--- src/sv/atf_pkg.sv ---
package atf_pkg;

  localparam int SampleBitsDef = 12;
  localparam int SumBits       = 21;
  localparam int SumExtBits    = SumBits + 1;
  localparam int ScaleBits     = 16;
  localparam int ProdBits      = SumBits + ScaleBits;
  localparam int QuotBits      = 14;
  localparam int RemBits       = 30;
  localparam int BcdBits       = 16;
  localparam int StepBits      = 4;
  localparam int AddrBits      = 4;
  localparam int DataBits      = 32;
  localparam int CountBits     = 8;
  localparam int CharBits      = 8;

  // product at or above 10000 * 100000 saturates the reading at 99.99
  localparam logic [ProdBits-1:0] SatProduct = ProdBits'(64'd1000000000);
  localparam logic [RemBits-1:0]  DivisorTop = RemBits'(64'd100000 << (QuotBits - 1));
  localparam logic [QuotBits-1:0] QuotMax    = QuotBits'(9999);

  localparam logic [StepBits-1:0] MulLast = StepBits'(ScaleBits - 1);
  localparam logic [StepBits-1:0] DivLast = StepBits'(QuotBits - 1);
  localparam logic [StepBits-1:0] BcdLast = StepBits'(QuotBits - 1);

  localparam logic [CountBits-1:0] SprReset   = 8'd100;
  localparam logic [ScaleBits-1:0] ScaleReset = 16'd2442;
  localparam logic [CharBits-1:0]  DegReset   = 8'hA7;

  localparam logic [CharBits-1:0] AsciiZero  = 8'h30;
  localparam logic [CharBits-1:0] AsciiPoint = 8'h2E;
  localparam logic [CharBits-1:0] AsciiC     = 8'h43;
  localparam logic [CharBits-1:0] AsciiCr    = 8'h0D;

  typedef enum logic [1:0] {
    REG_SPR   = 2'd0,
    REG_SCALE = 2'd1,
    REG_DEG   = 2'd2
  } cfg_idx_e;

  typedef struct packed {
    logic               done;
    logic [BcdBits-1:0] digits;
  } conv_stat_t;

endpackage

--- src/sv/atf_conv.sv ---
module atf_conv (
  input  logic                           clk_i,
  input  logic                           rst_ni,
  input  logic                           start_i,
  input  logic [atf_pkg::SumBits-1:0]    sum_i,
  input  logic [atf_pkg::ScaleBits-1:0]  scale_i,
  output atf_pkg::conv_stat_t            stat_o
);

  typedef enum logic [4:0] {
    CV_IDLE  = 5'b00001,
    CV_MUL   = 5'b00010,
    CV_CHECK = 5'b00100,
    CV_DIV   = 5'b01000,
    CV_BCD   = 5'b10000
  } conv_state_e;

  conv_state_e state_q, state_d;
  logic [atf_pkg::StepBits-1:0]  cnt_q, cnt_d;
  logic                          done_q, done_d;
  logic [atf_pkg::ProdBits-1:0]  acc_q, acc_d;
  logic [atf_pkg::SumBits-1:0]   mcand_q, mcand_d;
  logic [atf_pkg::ScaleBits-1:0] mplier_q, mplier_d;
  logic [atf_pkg::RemBits-1:0]   dvs_q, dvs_d;
  logic [atf_pkg::QuotBits-1:0]  quot_q, quot_d;
  logic [atf_pkg::BcdBits-1:0]   bcd_q, bcd_d;
  logic [atf_pkg::BcdBits-1:0]   bcd_adj;
  logic [atf_pkg::RemBits-1:0]   rem;

  // add three to every decimal digit of five or more before the shift
  always_comb begin
    for (int i = 0; i < atf_pkg::BcdBits / 4; i++) begin
      if (bcd_q[4*i +: 4] >= 4'd5) begin
        bcd_adj[4*i +: 4] = bcd_q[4*i +: 4] + 4'd3;
      end else begin
        bcd_adj[4*i +: 4] = bcd_q[4*i +: 4];
      end
    end
  end

  assign rem = acc_q[atf_pkg::RemBits-1:0];

  always_comb begin
    state_d  = state_q;
    cnt_d    = cnt_q;
    done_d   = 1'b0;
    acc_d    = acc_q;
    mcand_d  = mcand_q;
    mplier_d = mplier_q;
    dvs_d    = dvs_q;
    quot_d   = quot_q;
    bcd_d    = bcd_q;
    case (state_q)
      CV_IDLE: begin
        if (start_i) begin
          acc_d    = '0;
          mcand_d  = sum_i;
          mplier_d = scale_i;
          cnt_d    = atf_pkg::MulLast;
          state_d  = CV_MUL;
        end
      end
      CV_MUL: begin
        // shift-add, multiplier bits taken most significant first
        acc_d = {acc_q[atf_pkg::ProdBits-2:0], 1'b0}
              + (mplier_q[atf_pkg::ScaleBits-1] ? atf_pkg::ProdBits'(mcand_q)
                                                 : {atf_pkg::ProdBits{1'b0}});
        mplier_d = {mplier_q[atf_pkg::ScaleBits-2:0], 1'b0};
        cnt_d    = cnt_q - 1'b1;
        if (cnt_q == '0) begin
          state_d = CV_CHECK;
        end
      end
      CV_CHECK: begin
        if (acc_q >= atf_pkg::SatProduct) begin
          quot_d  = atf_pkg::QuotMax;
          bcd_d   = '0;
          cnt_d   = atf_pkg::BcdLast;
          state_d = CV_BCD;
        end else begin
          quot_d  = '0;
          dvs_d   = atf_pkg::DivisorTop;
          cnt_d   = atf_pkg::DivLast;
          state_d = CV_DIV;
        end
      end
      CV_DIV: begin
        // restoring division, one quotient bit per cycle
        if (rem >= dvs_q) begin
          acc_d[atf_pkg::RemBits-1:0] = rem - dvs_q;
          quot_d = {quot_q[atf_pkg::QuotBits-2:0], 1'b1};
        end else begin
          quot_d = {quot_q[atf_pkg::QuotBits-2:0], 1'b0};
        end
        dvs_d = {1'b0, dvs_q[atf_pkg::RemBits-1:1]};
        cnt_d = cnt_q - 1'b1;
        if (cnt_q == '0) begin
          bcd_d   = '0;
          cnt_d   = atf_pkg::BcdLast;
          state_d = CV_BCD;
        end
      end
      CV_BCD: begin
        bcd_d  = {bcd_adj[atf_pkg::BcdBits-2:0], quot_q[atf_pkg::QuotBits-1]};
        quot_d = {quot_q[atf_pkg::QuotBits-2:0], 1'b0};
        cnt_d  = cnt_q - 1'b1;
        if (cnt_q == '0) begin
          done_d  = 1'b1;
          state_d = CV_IDLE;
        end
      end
      default: begin
        state_d = CV_IDLE;
      end
    endcase
  end

  always_ff @(posedge clk_i or negedge rst_ni) begin
    if (!rst_ni) begin
      state_q <= CV_IDLE;
      cnt_q   <= '0;
      done_q  <= 1'b0;
    end else begin
      state_q <= state_d;
      cnt_q   <= cnt_d;
      done_q  <= done_d;
    end
  end

  always_ff @(posedge clk_i) begin
    acc_q    <= acc_d;
    mcand_q  <= mcand_d;
    mplier_q <= mplier_d;
    dvs_q    <= dvs_d;
    quot_q   <= quot_d;
    bcd_q    <= bcd_d;
  end

  assign stat_o.done   = done_q;
  assign stat_o.digits = bcd_q;

endmodule

--- src/sv/averaged_temperature_ascii_formatter.sv ---
// Channel  Direction  Handshake                Payload
// in       input      in_valid_i / in_ready_o  adc_sample_i
// out      output     out_valid_o / out_ready_i out_char_o, last_char_o
// cfg      input      APB psel/penable/pwrite  paddr, pwdata -> prdata
//
// A sample that does not complete a reading is added to the running sum and in_ready_o stays high.
// A completing sample runs the serial converter: 16 multiply steps, one
// saturation check, 14 division steps and 14 BCD shift steps; the division
// is skipped when the check saturates, and the first character is offered
// once the converter reports done.
// Eight characters then leave at one per cycle while out_ready_i is high.
// in_ready_o is low from a completing sample until the carriage return is taken.
// Reset clears the running sum, the count and loads the register defaults.
module averaged_temperature_ascii_formatter #(
  parameter int SampleBits = atf_pkg::SampleBitsDef
) (
  input  logic                          clk_i,
  input  logic                          rst_ni,
  input  logic                          in_valid_i,
  output logic                          in_ready_o,
  input  logic [SampleBits-1:0]         adc_sample_i,
  output logic                          out_valid_o,
  input  logic                          out_ready_i,
  output logic [atf_pkg::CharBits-1:0]  out_char_o,
  output logic                          last_char_o,
  input  logic                          psel,
  input  logic                          penable,
  input  logic                          pwrite,
  input  logic [atf_pkg::AddrBits-1:0]  paddr,
  input  logic [atf_pkg::DataBits-1:0]  pwdata,
  output logic [atf_pkg::DataBits-1:0]  prdata,
  output logic                          pready
);

  typedef enum logic [2:0] {
    ST_IDLE = 3'b001,
    ST_CONV = 3'b010,
    ST_EMIT = 3'b100
  } top_state_e;

  typedef enum logic [2:0] {
    POS_TENS   = 3'd0,
    POS_UNITS  = 3'd1,
    POS_POINT  = 3'd2,
    POS_TENTHS = 3'd3,
    POS_HUNDS  = 3'd4,
    POS_DEG    = 3'd5,
    POS_C      = 3'd6,
    POS_CR     = 3'd7
  } line_pos_e;

  top_state_e state_q, state_d;
  line_pos_e  pos_q, pos_d;

  logic [atf_pkg::CountBits-1:0] spr_q;
  logic [atf_pkg::ScaleBits-1:0] scale_q;
  logic [atf_pkg::CharBits-1:0]  deg_q;
  logic [atf_pkg::SumBits-1:0]   sum_q, sum_d;
  logic [atf_pkg::CountBits-1:0] count_q, count_d;

  logic [atf_pkg::SumExtBits-1:0] sum_ext;
  logic [atf_pkg::SumBits-1:0]    sum_sat;
  logic [atf_pkg::CountBits-1:0]  limit;
  logic                           complete;
  logic                           in_acc;
  logic                           out_acc;
  logic                           cfg_wr;
  atf_pkg::conv_stat_t            stat;

  function automatic logic [atf_pkg::CharBits-1:0] line_char(
    line_pos_e                     p,
    logic [atf_pkg::BcdBits-1:0]   d,
    logic [atf_pkg::CharBits-1:0]  deg
  );
    logic [atf_pkg::CharBits-1:0] c;
    case (p)
      POS_TENS:   c = atf_pkg::AsciiZero + atf_pkg::CharBits'(d[15:12]);
      POS_UNITS:  c = atf_pkg::AsciiZero + atf_pkg::CharBits'(d[11:8]);
      POS_POINT:  c = atf_pkg::AsciiPoint;
      POS_TENTHS: c = atf_pkg::AsciiZero + atf_pkg::CharBits'(d[7:4]);
      POS_HUNDS:  c = atf_pkg::AsciiZero + atf_pkg::CharBits'(d[3:0]);
      POS_DEG:    c = deg;
      POS_C:      c = atf_pkg::AsciiC;
      POS_CR:     c = atf_pkg::AsciiCr;
      default:    c = atf_pkg::AsciiCr;
    endcase
    return c;
  endfunction

  assign in_ready_o  = (state_q == ST_IDLE);
  assign in_acc      = in_valid_i && in_ready_o;
  assign out_valid_o = (state_q == ST_EMIT);
  assign out_acc     = out_valid_o && out_ready_i;
  assign out_char_o  = line_char(pos_q, stat.digits, deg_q);
  assign last_char_o = (pos_q == POS_CR);

  // running sum saturates at its full width
  assign sum_ext  = {1'b0, sum_q} + atf_pkg::SumExtBits'(adc_sample_i);
  assign sum_sat  = sum_ext[atf_pkg::SumBits] ? {atf_pkg::SumBits{1'b1}}
                                              : sum_ext[atf_pkg::SumBits-1:0];
  assign limit    = (spr_q == '0) ? atf_pkg::CountBits'(1) : spr_q;
  assign complete = ({1'b0, count_q} + 9'd1) >= {1'b0, limit};

  atf_conv u_conv (
    .clk_i   (clk_i),
    .rst_ni  (rst_ni),
    .start_i (in_acc && complete),
    .sum_i   (sum_sat),
    .scale_i (scale_q),
    .stat_o  (stat)
  );

  always_comb begin
    state_d = state_q;
    pos_d   = pos_q;
    sum_d   = sum_q;
    count_d = count_q;
    case (state_q)
      ST_IDLE: begin
        if (in_acc) begin
          if (complete) begin
            sum_d   = '0;
            count_d = '0;
            state_d = ST_CONV;
          end else begin
            sum_d   = sum_sat;
            count_d = count_q + 1'b1;
          end
        end
      end
      ST_CONV: begin
        if (stat.done) begin
          pos_d   = POS_TENS;
          state_d = ST_EMIT;
        end
      end
      ST_EMIT: begin
        if (out_acc) begin
          if (pos_q == POS_CR) begin
            state_d = ST_IDLE;
          end else begin
            pos_d = line_pos_e'(pos_q + 3'd1);
          end
        end
      end
      default: begin
        state_d = ST_IDLE;
      end
    endcase
  end

  always_ff @(posedge clk_i or negedge rst_ni) begin
    if (!rst_ni) begin
      state_q <= ST_IDLE;
      pos_q   <= POS_TENS;
      sum_q   <= '0;
      count_q <= '0;
    end else begin
      state_q <= state_d;
      pos_q   <= pos_d;
      sum_q   <= sum_d;
      count_q <= count_d;
    end
  end

  // register file
  assign pready = 1'b1;
  assign cfg_wr = psel && penable && pwrite && pready;

  always_ff @(posedge clk_i or negedge rst_ni) begin
    if (!rst_ni) begin
      spr_q   <= atf_pkg::SprReset;
      scale_q <= atf_pkg::ScaleReset;
      deg_q   <= atf_pkg::DegReset;
    end else if (cfg_wr) begin
      case (atf_pkg::cfg_idx_e'(paddr[3:2]))
        atf_pkg::REG_SPR:   spr_q   <= pwdata[atf_pkg::CountBits-1:0];
        atf_pkg::REG_SCALE: scale_q <= pwdata[atf_pkg::ScaleBits-1:0];
        atf_pkg::REG_DEG:   deg_q   <= pwdata[atf_pkg::CharBits-1:0];
        default: begin
          // drop writes beyond the register list
        end
      endcase
    end
  end

  always_comb begin
    case (atf_pkg::cfg_idx_e'(paddr[3:2]))
      atf_pkg::REG_SPR:   prdata = atf_pkg::DataBits'(spr_q);
      atf_pkg::REG_SCALE: prdata = atf_pkg::DataBits'(scale_q);
      atf_pkg::REG_DEG:   prdata = atf_pkg::DataBits'(deg_q);
      default:            prdata = '0;
    endcase
  end

endmodule

--- config.mk ---
export PLATFORM = sky130hd
export DESIGN_NAME = averaged_temperature_ascii_formatter
export DESIGN_NICKNAME = d
export VERILOG_FILES = /design/src/sv/atf_pkg.sv /design/src/sv/atf_conv.sv /design/src/sv/averaged_temperature_ascii_formatter.sv
export SDC_FILE = /design/constraint.sdc
export NUM_CORES = 1
export LEC_CHECK = 0
export BUFFER_PORTS_ARGS = -buffer_cell sky130_fd_sc_hd__buf_4
export CAP_MARGIN = 20
export CORE_MARGIN = 5
export CORE_UTILIZATION = 27
export CTS_CLUSTER_SIZE = 8
export DETAILED_ROUTE_END_ITERATION = 7
export PLACE_DENSITY_LB_ADDON = 0.25
export SETUP_SLACK_MARGIN = 0.4
export SYNTH_ARGS = -nofsm -noshare
export SYNTH_HDL_FRONTEND = slang
export SYNTH_SLANG_ARGS = --single-unit
--- constraint.sdc ---
create_clock -name clk_i -period 5.9 [get_ports clk_i]
set_clock_uncertainty 0.1 [all_clocks]
set_input_delay 1.18 -clock clk_i [delete_from_list [all_inputs] [get_ports clk_i]]
set_output_delay 1.18 -clock clk_i [all_outputs]
set_load 0.05 [all_outputs]
==> key figures, run 1 <==
CTS
  • Num Clock Sinks: 211
  • Max clock buf depth: 3
  • Clk pin slew, worst setup/hold paths: 0.05 ns
  • H-tree levels: 1
  • Post-CTS setup buffer count: 0
  • Total CTS buffers: 30
  • Later-pin clock latency in the skew report: 0.57 ns
  • Clock root cell: clkbuf_16
  • CTS tree: built
  • Post-cts resize count: 0
  • CTS hold repair buffers: 0

Drt
  • Vias/cell: 4.75
  • Post-DRT Antenna Nets: 0
  • WL final: 32,400 um
  • DR vias: 9,940
  • Drt drc: 0
  • Drt first-iter violations: 660
  • Wirelength per Cell: 15.5 um
  • DR pass1 iterations: 6

Setup path
  • Worst-path fanout max: 15
  • Critical Path Source: pos_q[1]
  • R2R cell count: 9
  • Reg-to-reg slack, setup: 1.79 ns
  • Reg2Reg Launch Point: u_conv.acc_q[13]
  • WP data required: 4.62 ns
  • Worst setup SP type: flop
  • Crit path to: out_char_o[2]
  • Critical R2R Capture: u_conv.acc_q[1]
  • CP Class: flop to primary output
  • CP Data Arrival Time: 2.97 ns
  • Crit. End Element: primary output

Global route
  • Total Routing Usage GR: 11.8%
  • First-pass GRT wire length: 52,700 um
  • Antenna violations before repair: 0
  • Grt ovf: 0
  • Vias in the first global route: 9,808
  • Largest net degree at the start of global routing: 60

Floorplanning
  • Die ar.: 53,800 um2
  • Die width: 232 um
  • Initial core utilization: 27.2%
  • I/O pin count: 99
  • Die extent in y: 232 um
  • Cell Rows: 81
  • Core area: 48,800 um2

Yosys
  • Syn_area_per_cell: 9.89 um2
  • Post-synthesis cell area: 13,300 um2
  • Post-synth EDFFs: 134
  • Post-Synthesis Cells: 1,344
  • Share of the yosys chip area belonging to registers: 44.9%
  • Ys async rst share: 36.5%
  • Warnings, synthesis: 0
  • Ys flop type: edfxtp_1
  • Post-synthesis register bit count: 211
  • Synth cell types: 81

Timing
  • Final Max Slew Viols: 0
  • Final hold viol count: 0
  • Final setup viols: 0
  • Slew @ Worst Pin: 1.03 ns
  • Minimum clock period: 4.25 ns
  • Period utilization: 72.0%
  • Worst slew margin: 31.1%
  • Final TNS setup: 0 ns
  • F_max: 235 MHz
  • RSZ-0062 raised after global routing: no

Power
  • Peak supply drop: 0.000250 V
  • P per Cell Area: 383 nW/um2
  • Leakage: 6.45 nW
  • Pwr Total: 5.90 mW

Cells and area
  • Ratio of cells with drive above 1 in the final layout: 12.9%
  • Area Growth Syn to Fin: 15.8%
  • Fin nets: 1,551
  • Inserted Diodes: 0
  • Fillers: 5,106

Place
  • Port-buffer cells: 63
  • Post-DP HPWL: 23,900 um
  • Routability-driven placement congestion ratio: 0.842

Job
  • Maxcap violations: 0

Outcome
  • Status: completed

Min path
  • Hold Crit Class: flop to flop
## logic make-up (layout without fill, tap and decap cells)
| logic type | count (synthesis) | after routing | share of synthesized area (%) |
|---|---|---|---|
| XOR/XNOR | 81 | 81 | 5.34 |
| multiplexers | 44 | 44 | 3.64 |
| AND/OR/NAND/NOR | 429 | 429 | 15.4 |
| flip-flops | 211 | 211 | 44.9 |
| adder cells (fa/ha/maj) | 90 | 90 | 8.64 |
| AO/OA/AOI/OAI | 348 | 348 | 17.5 |
| other | 2 | 17 | 0.0565 |
| buffers and inverters | 139 | 210 | 4.48 |
## sequential cells by signal (all words and copies together) (netlist names), 5 cells and up
signal           cells
count_q              8
deg_q                8
scale_q             16
spr_q                8
sum_q               21
u_conv.acc_q        37
u_conv.bcd_q        16
u_conv.dvs_q        30
u_conv.mcand_q      21
u_conv.mplier_q     16
u_conv.quot_q       14
u_conv.state_q       5
## how the worst min path moves through the flow
stage | from | end | slack (ns) | cells after the start
6_report | u_conv.done_q | state_q[1] | 0.37 | 1
5_1_grt | rst_ni | sum_q[1] | 0.39 | 1
4_1_cts | rst_ni | count_q[7] | 0.37 | 1
3_5_place_dp | u_conv.done_q | state_q[1] | 0.35 | 1
3_3_place_gp | u_conv.done_q | state_q[1] | 0.36 | 1
2_1_floorplan | u_conv.done_q | state_q[1] | 0.32 | 1
## stage by stage
step / hold slack, ns / cell area [um2] / setup slack (ns) / cells / util [%]
CTS: 0.373 / 15400 / 1.64 / 2093 / 31.5
global route: 0.386 / 15400 / 1.52 / 2094 / 31.5
floorplan: 0.319 / 13400 / 1.55 / 1359 / -
global placement: 0.360 / 14500 / 1.85 / 2035 / 29.6
detailed placement: 0.355 / 14500 / 1.83 / 2037 / 29.6
finish: 0.368 / 15400 / 1.65 / 2094 / 31.5
## per-layer routing
| metal | wire [um] | vias up | GRT usage [%] |
|---|---|---|---|
| met2 | 15200 | 162 | 19.5 |
| met1 | 15100 | 4750 | 16.2 |
| met5 | 0 | - | 0 |
| met4 | 901 | 0 | 3.64 |
| li1 | - | 4980 | - |
| met3 | 1180 | 48 | 1.61 |
## Yosys cell counts (all sizes together) (7+ instances only)
master,number,area share [%]
nor2,104,2.9
nor3,20,0.75
o21bai,12,0.68
o211ai,11,0.66
nand2,142,4.0
o21a,21,1.2
clkbuf,38,1.1
buf,22,1.2
or3,7,0.33
nand3,29,1.1
a22o,15,0.99
a221oi,8,0.53
nand2b,16,0.75
xnor2,41,2.7
dfrtp,62,12
nor2b,13,0.61
o21ai,84,3.2
a21oi,74,2.8
o22ai,24,1.2
and3,18,0.85
dfstp,15,3.0
edfxtp,134,30
xor2,40,2.6
inv,78,2.2
mux2,35,3.0
a31oi,11,0.52
mux2i,9,0.68
a21o,26,1.5
and2,44,2.1
ha,87,8.2
## placed cells by master (no fill, tap or decap), types with 13 or more instances in the layout
cell	count
a21oi_1	74
a21o_1	26
clkbuf_1	24
ha_1	87
nor2_1	103
a22o_1	15
xor2_1	40
o21a_1	21
dfrtp_1	62
dfstp_2	15
nand3_1	29
nand2b_1	16
o21ai_0	81
xnor2_1	41
buf_4	73
nand2_1	141
and2_1	43
nor3_1	19
edfxtp_1	134
mux2_2	35
clkbuf_16	30
nor2b_1	13
o22ai_1	23
conb_1	17
and3_1	18
inv_1	77
## area by class of cell
cell class                 count  area, um2  area share, %
clock inverter                 2       60.1          0.390
inverter                      79        297           1.93
timing repair buffer          75        574           3.73
sequential                   211       5970           38.8
multi-input combinational   1009       6820           44.3
tap                          664        831           5.40
clock buffer                  54        841           5.46
## critical path, cell delays in order, from the launching register on
cell and delay, ns:
dfrtp_1 0.54, inv_1 0.16, ha_1 0.40, a221o_1 0.43, a221oi_1 0.39, a21oi_1 0.12
nor2_1 0.10, a21oi_1 0.05, buf_4 0.21
## report_power, final
group	internal [mW]	switching [mW]
combinational	0.842	1.20
clock	0.997	0.658
sequential	1.94	0.259
total	3.78	2.12
Power figures use the tool's default switching activity.
==> run 2, diff against run 1 <==
clock period = 3.69 ns   (was 5.9 ns; I/O delays follow)
==> run 2 against run 1 <==
Critical path type is now flop to flop. Register-to-register slack got worse by 1.4 ns. Worst hold slack got worse by 0.22 ns. Clock power increased by 56%.
==> key figures, run 2 (synthesized netlist as in run 1, its figures left out) <==
Outcome
  • Status: completed (unchanged)

CTS
  • CTS tree: built (unchanged)
  • Later-pin clock latency in the skew report: 0.56 ns (was 0.57 ns)
  • Max clock buf depth: 3 (unchanged)
  • H-tree levels: 1 (unchanged)
  • Clk pin slew, worst setup/hold paths: 0.06 ns (was 0.05 ns)
  • CTS hold repair buffers: 0 (unchanged)
  • Num Clock Sinks: 211 (unchanged)
  • Total CTS buffers: 30 (unchanged)
  • Clock root cell: clkbuf_16 (unchanged)

Timing
  • Final hold viol count: 0 (unchanged)
  • RSZ-0062 raised after global routing: yes (was no)
  • Final TNS setup: 0 ns (unchanged)
  • Final Worst Setup Slack: 0.416 ns (was 1.65 ns)
  • Minimum clock period: 3.27 ns
  • Period utilization: 88.7%
  • Worst slew margin: 48.0% (was 31.1%)
  • Final Max Slew Viols: 0 (unchanged)
  • WHS: 0.144 ns (was 0.368 ns)
  • Slew @ Worst Pin: 0.778 ns (was 1.03 ns)
  • F_max: 305 MHz
  • Final setup viols: 0 (unchanged)

Global route
  • Total Routing Usage GR: 12.0% (was 11.8%)
  • GRT met3 Usage: 1.87% (was 1.61%)
  • Met2 Use GR: 20.5% (was 19.5%)
  • Antenna violations before repair: 0 (unchanged)
  • Met1 usage: 15.8% (was 16.2%)
  • Largest net degree at the start of global routing: 55 (was 60)
  • Vias in the first global route: 10,100 (was 9,808)
  • Grt ovf: 0 (unchanged)
  • First-pass GRT wire length: 53,700 um (was 52,700 um)
  • GR peak layer: met2 (unchanged)

Setup path
  • Crit. End Element: flop (was primary output)
  • Worst setup SP type: flop (unchanged)
  • WP data required: 3.86 ns (was 4.62 ns)
  • Worst-path fanout max: 8 (was 15)
  • CP Class: flop to flop (was flop to primary output)
  • CP Data Arrival Time: 3.45 ns (was 2.97 ns)

Floorplanning
  • Core area: 48,800 um2 (unchanged)
  • Die ar.: 53,800 um2 (unchanged)
  • Initial core utilization: 27.2% (unchanged)
  • Die extent in y: 232 um (unchanged)
  • Die width: 232 um (unchanged)
  • I/O pin count: 99 (unchanged)
  • Cell Rows: 81 (unchanged)

Cells and area
  • Area Growth Syn to Fin: 19.4% (was 15.8%)
  • Inserted Diodes: 0 (unchanged)
  • Final Cell Area: 15,900 um2 (was 15,400 um2)
  • Most flops, register: u_conv.acc_q (unchanged)
  • Fin nets: 1,585 (was 1,551)
  • Leading cell type in the layout, fill and taps excluded: nand2_1 (unchanged)
  • Core Util, Final: 32.5% (was 31.5%)
  • Register area: 5970 um2 (about the same)
  • Commonest cells after routing, fill and taps aside: nand2_1, edfxtp_1, buf_4 (was nand2_1, edfxtp_1, nor2_1)
  • Fillers: 5,159 (was 5,106)
  • Ratio of cells with drive above 1 in the final layout: 17.6% (was 12.9%)
  • Post-route insts no fill: 2,128 (was 2,094)
  • Largest register FFs: 37 (unchanged)
  • Biggest regs: u_conv.acc_q x37, u_conv.dvs_q x30 (unchanged)
  • Footprint of the multi-input gates: 7050 um2 (was 6820 um2)

Place
  • Post-DP HPWL: 24,300 um (was 23,900 um)
  • Inst Count DP: 2,054 (was 2,037)
  • Port-buffer cells: 63 (unchanged)
  • Post-DP Area: 14,600 um2 (was 14,500 um2)
  • Worst slack at placement: 0.0831 ns (was 1.83 ns)
  • Routability-driven placement congestion ratio: 0.849 (was 0.842)

Drt
  • Drt drc: 0 (unchanged)
  • DR vias: 10,100 (was 9,940)
  • Drt first-iter violations: 486 (was 660)
  • Wirelength per Cell: 15.9 um (was 15.5 um)
  • Vias/cell: 4.75 (about the same)
  • Post-DRT Antenna Nets: 0 (unchanged)
  • WL final: 33,800 um (was 32,400 um)
  • DR pass1 iterations: 5 (was 6)

Power
  • P per Cell Area: 608 nW/um2 (was 383 nW/um2)
  • Leakage: 6.63 nW (was 6.45 nW)
  • Pwr Total: 9.65 mW (was 5.90 mW)
  • Peak supply drop: 0.000336 V (was 0.000250 V)

Min path
  • Hold Crit Class: input port to async pin (was flop to flop)

Job
  • Maxcap violations: 0 (unchanged)
==> run 2: what timing repair did <==
item                                   in CTS  in global routing
setup endpoints to repair                  50                 75
setup buffers                               4                 12
resized for setup                          14                 35
pin swaps                                   2                  7
endpoints found under the hold margin       0                  0
cloned                                      0                  2
==> run 2: layer usage <==
layer	share of wire, %	up-vias	wire length (um)
li1	-	5037	-
met1	45	4853	15200
met2	49	162	16500
met3	3.6	49	1210
met4	2.3	0	778
met5	0	-	0
==> run 2: layout make-up <==
type / instances / share of cell area, %
Sequential cell: 211 / 37.6
Inverter: 79 / 1.88
Clock buffer: 54 / 5.30
Multi-Input combinational cell: 1009 / 44.4
Timing Repair Buffer: 109 / 5.42
Clock inverter: 2 / 0.134
Tap cell: 664 / 5.23
==> run 2: report_power, final <==
group,switching [mW],internal [mW]
sequential,0.420,3.09
clock,1.05,1.52
combinational,2.06,1.51
total,3.53,6.12
==> run 2: final timing paths <==
kind                                  start  cells after the start  slack, ns          endpoint
max                        u_conv.acc_q[15]                     11       0.42  u_conv.acc_q[29]
min                                  rst_ni                      1       0.14          sum_q[0]
max reg2reg                u_conv.acc_q[15]                     11       0.42  u_conv.acc_q[29]
min reg2reg                   u_conv.done_q                      1       0.35        state_q[1]
max in group asynchronous            rst_ni                      2       2.56        scale_q[8]
min in group clk_i               pwdata[10]                      2       0.31       scale_q[10]
==> run 2: worst max-delay path, cell delays in order (launching register included) <==
cell,delay [ns]
edfxtp_1,0.50
ha_4,0.35
and3_1,0.20
and3_2,0.26
o2111ai_2,0.17
a21oi_2,0.23
o2111ai_2,0.18
a21oi_2,0.19
o21ai_1,0.10
buf_4,0.19
a31oi_4,0.29
clkbuf_16,0.23
